[src/sv/brm_pkg.sv]
package brm_pkg;

    localparam int HIST_DEPTH = 32;
    localparam int HIST_AW    = $clog2(HIST_DEPTH);
    localparam int CNT_W      = $clog2(HIST_DEPTH + 1);

    localparam logic [15:0] INTERVAL_RESET = 16'd50;
    localparam logic [31:0] KILO           = 32'd1000;
    // ceil(2^38 / 1000): (x * KILO_RECIP) >> 38 equals x / 1000 for every 32-bit x.
    localparam logic [31:0] KILO_RECIP     = 32'd274877907;

    // One ring entry. The kilobit values are the rates divided by 1000, kept
    // beside the rates so that sums and window walks need no division.
    typedef struct packed {
        logic [31:0] video_bps;
        logic [31:0] total_bps;
        logic [31:0] timestamp;
        logic [31:0] video_kb;
        logic [31:0] total_kb;
    } t_entry;

endpackage

[src/sv/brm_div.sv]
// Restoring divider, one quotient bit per cycle.
module brm_div
    import brm_pkg::*;
(
    input  logic        i_clk,
    input  logic        i_rst_n,
    input  logic        i_start,
    input  logic [31:0] i_dividend,
    input  logic [31:0] i_divisor,
    output logic        o_done,
    output logic [31:0] o_quotient
);

    logic [31:0] r_rem;
    logic [31:0] r_quo;
    logic [31:0] r_dvs;
    logic [4:0]  r_cnt;
    logic        r_busy;
    logic        r_done;
    logic [32:0] rem_sh;
    logic [32:0] rem_sub;

    assign rem_sh  = {r_rem, r_quo[31]};
    assign rem_sub = rem_sh - {1'b0, r_dvs};

    always_ff @(posedge i_clk) begin
        if (!i_rst_n) begin
            r_busy <= 1'b0;
            r_done <= 1'b0;
            r_cnt  <= '0;
        end else begin
            r_done <= 1'b0;
            if (i_start) begin
                r_busy <= 1'b1;
                r_cnt  <= '0;
                r_rem  <= '0;
                r_quo  <= i_dividend;
                r_dvs  <= i_divisor;
            end else if (r_busy) begin
                if (!rem_sub[32]) begin
                    r_rem <= rem_sub[31:0];
                    r_quo <= {r_quo[30:0], 1'b1};
                end else begin
                    r_rem <= rem_sh[31:0];
                    r_quo <= {r_quo[30:0], 1'b0};
                end
                r_cnt <= r_cnt + 5'd1;
                if (r_cnt == 5'd31) begin
                    r_busy <= 1'b0;
                    r_done <= 1'b1;
                end
            end
        end
    end

    assign o_done     = r_done;
    assign o_quotient = r_quo;

endmodule

[config.mk]
export PLATFORM = sky130hd
export DESIGN_NAME = brm_div
export DESIGN_NICKNAME = d
export VERILOG_FILES = /design/src/sv/brm_pkg.sv /design/src/sv/brm_div.sv
export SDC_FILE = /design/constraint.sdc
export NUM_CORES = 1
export LEC_CHECK = 0
export BUFFER_PORTS_ARGS = -buffer_cell sky130_fd_sc_hd__buf_2
export CAP_MARGIN = 20
export CORE_ASPECT_RATIO = 0.6
export CORE_MARGIN = 2
export CORE_UTILIZATION = 30
export DETAILED_ROUTE_END_ITERATION = 7
export SETUP_SLACK_MARGIN = 0.4
export SLEW_MARGIN = 20
export SYNTH_ARGS = -nofsm -noshare
export SYNTH_HDL_FRONTEND = slang
export SYNTH_SLANG_ARGS = --single-unit
[constraint.sdc]
create_clock -name i_clk -period 6.9 [get_ports i_clk]
set_input_delay 0.69 -clock i_clk [delete_from_list [all_inputs] [get_ports i_clk]]
set_output_delay 0.69 -clock i_clk [all_outputs]
set_load 0.1 [all_outputs]
==> summary.md <==
| Metric | Value |
|---|---|
| Slew margin rel. | 40.7% |
| Worst-case vdd ir drop | 129 µV |
| Final #Nets | 727 |
| Netlist cell types | 57 |
| Post-Syn Instances | 535 |
| Total grt overflow | 0 |
| RSZ-0062 raised after global routing | no |
| Hold path start | i_divisor[31] |
| CTS tree | yes |
| Worst skew pair latency | 360 ps |
| Final Hold Viols | 0 |
| Syn nets | 637 |
| Setup crit start | o_quotient[31] |
| Register area share after synthesis | 51.3% |
| IO buf count | 99 |
| Number of global-route vias before repair | 4104 |
| Static Leakage | 2.88 nW |
| Crit. End Element | flop |
| Hold_buf cts | 0 |
| Initial antenna violation count | 0 |
| Ant diodes | 0 |
| Synth Flop Type | edfxtp_1 |
| Count of final setup violators | 0 |
| CP delay by family, top | compound AO/OA/AOI/OAI gates |
| Die Height | 113 µm |
| Clk sinks | 103 |
| Die width | 185 µm |
| Clk_skew | 7.84 ps |
| Area leader, netlist | edfxtp_1 |
| Worst reg-to-reg setup slack | 3440 ps |
| Global Route Usage Sum | 13.7% |
| Final min period | 3460 ps |
| Setup CP Type | flop to flop |
| Min-delay worst type | primary input to flop |
| Pin count of the biggest net entering global routing | 39 |
| CTS root buf | clkbuf_16 |
| Post-CTS setup buffer count | 0 |
| Area delta synth->final | 17.8% |
| Number of synthesized flops with an enable pin | 96 |
| Worst EP arrival | 3650 ps |
| Routed WL | 13.7 mm |
| CP max-delay cell | xnor2_2 |
| Worst setup SP type | flop |
| Status | finished clean |
| Reg2Reg Launch Point | o_quotient[31] |
| Vias | 4247 |
| Share of layout cells above drive strength 1 | 26.3% |
| Synth area leaders | edfxtp_1 49%, ha_1 7.2%, mux2_2 5.9% |
| Worst Tran Pin Value | 890 ps |
| Yosys top cell area share | 48.9% |
| Yosys warning total | 0 |
| Max Root-Sink Buffers | 2 |
| HPWL after DPL | 9.77 mm |
| Global-route wire length before repair | 21.9 mm |
| Worst Path Buf+Inv | 2 |
| F_max | 289 MHz |
| CTS clk-pin slew, worst paths | 80 ps |
| Hold slack | 499 ps |
| Placement row count | 39 |
| Max-Cap Viols | 0 |
| Critical path required time | 7090 ps |
| Period Utilization, post-route | 50.1% |
| Core area | 19100 µm² |
| Setup total negative slack | 0 ps |
| Seq cells post-synth | 103 |
| TritonRoute pass-1 iters | 5 |
| I/O Pins | 100 |
| CTS Buf Count | 9 |
| Power per standard cell area | 277 nW/µm² |
| Antenna violation net count after detailed routing | 0 |
| H-tree Lvls | 3 |
| Resized cells post-CTS | 0 |
| Syn_area_per_cell | 11.0 µm² |
| Netlist Area Pre-Place | 5900 µm² |
| Fraction of registers with async set/reset | 0% |
| Critical-path maximum fanout | 22 |
| Initial core utilization | 30.8% |
| Max-slew violations | 0 |
| DR WL/cell | 15.2 µm |
| DR iter-0 viols | 362 |
| Fillers | 1961 |
| DRC errors left | 0 |
| Cell breakdown of the critical path | inv_1, ha_1, fa_1, nand2b_1, a21o_1, a21oi_1, o211ai_2, nand2_1, o22ai_2, xnor2_2, buf_4, nor2_1, a211oi_2 |
| Worst path max stage delay | 520 ps |
| Die Area | 20800 µm² |
| Placer Congestion | 0.841 |
| Drt via density | 4.74 |
[worst paths after layout]
kind / end / depth (start not counted)
worst min-delay path: r_dvs[31] / 1
worst min register to register: r_cnt[4] / 2
worst max-delay path: r_rem[19] / 13
worst max register to register: r_rem[19] / 13
[cells in the mapped netlist (2+ instances only)]
cell type  number
nand2b_1        5
inv_1          37
buf_2           5
o21ai_0        14
nor2b_1         4
o21a_1          7
clkbuf_1       13
a21oi_1        54
o21bai_1        5
nand4_1         9
dfxtp_1         7
mux2i_1         2
and3_1          4
ha_1           34
a211oi_2        5
a21o_1         20
mux2_2         31
o31ai_1         3
nand2_1        71
xnor2_1        20
and2_1          2
nor3_1          2
xor2_1         10
nand3_1        11
nor2_1         20
buf_1           2
o211ai_1        2
a31oi_1         8
buf_4           3
o2111ai_1       3
edfxtp_1       96
[power by group]
group / total (mW) / internal (mW) / switching (mW)
logic: 0.618 / 0.215 / 0.403
registers: 0.781 / 0.755 / 0.0266
clock network: 0.528 / 0.284 / 0.245
[routing by layer]
metal  GRT usage (%)  part of all wire, %
met4            3.12                 0.78
met1            21.4                   54
met5               0                    0
met2            18.2                   40
met3            3.93                  4.8
[cell usage in the layout, fill, tap and decap left out, drive strengths merged, types with 2 or more instances in the layout]
cell / count
mux2i: 2
xor2: 11
and3: 4
o21ai: 15
a211oi: 5
dfxtp: 7
nor2b: 4
nand3: 12
inv: 38
a31oi: 8
mux2: 31
xnor2: 20
o2111ai: 3
nand4: 9
and2: 3
a21oi: 55
edfxtp: 96
or4: 2
nor2: 20
clkinvlp: 3
clkbuf: 10
nand2b: 5
nor3: 2
o22ai: 2
ha: 34
buf: 103
nand2: 71
o31ai: 3
a21o: 20
o21a: 7
o211ai: 3
o21bai: 5
[sequential cells by signal, indices dropped and copies added (netlist names)]
name and cells:
r_busy 1, r_dvs 32, o_done 1, o_quotient 32, r_rem 32, r_cnt 5
[per-stage QoR]
stage               power (mW)  std cells  setup WS [ps]  instance area, µm²  utilization (%)
floorplan                 1.27        535           3310                5900                -
global placement          1.40        880           3500                6650             34.8
detailed placement        1.41        880           3450                6650             34.8
CTS                       1.94        896           3430                6950             36.3
global route              2.04        896           3100                6950             36.3
finish                    1.93        896           3440                6950             36.3
[area by class of cell]
class | instances | area, µm² | share of cell area [%]
tap | 266 | 333 | 4.79
clock inverter | 6 | 70.1 | 1.01
sequential | 103 | 3020 | 43.5
inverter | 37 | 139 | 2.00
clock buffer | 10 | 229 | 3.29
multi-input combinational | 371 | 2630 | 37.8
timing repair buffer | 103 | 526 | 7.56
[kinds of logic after synthesis]
group           count (synthesis)  synth area share, %
compound gates                135                 15.1
xor+xnor                       31                 4.73
fa+ha+maj                      35                 7.55
buf+inv                        61                 4.31
flops                         103                 51.3
mux                            33                 6.26
simple gates                  137                 10.8
No activity file was read; power rests on OpenSTA's default activity.
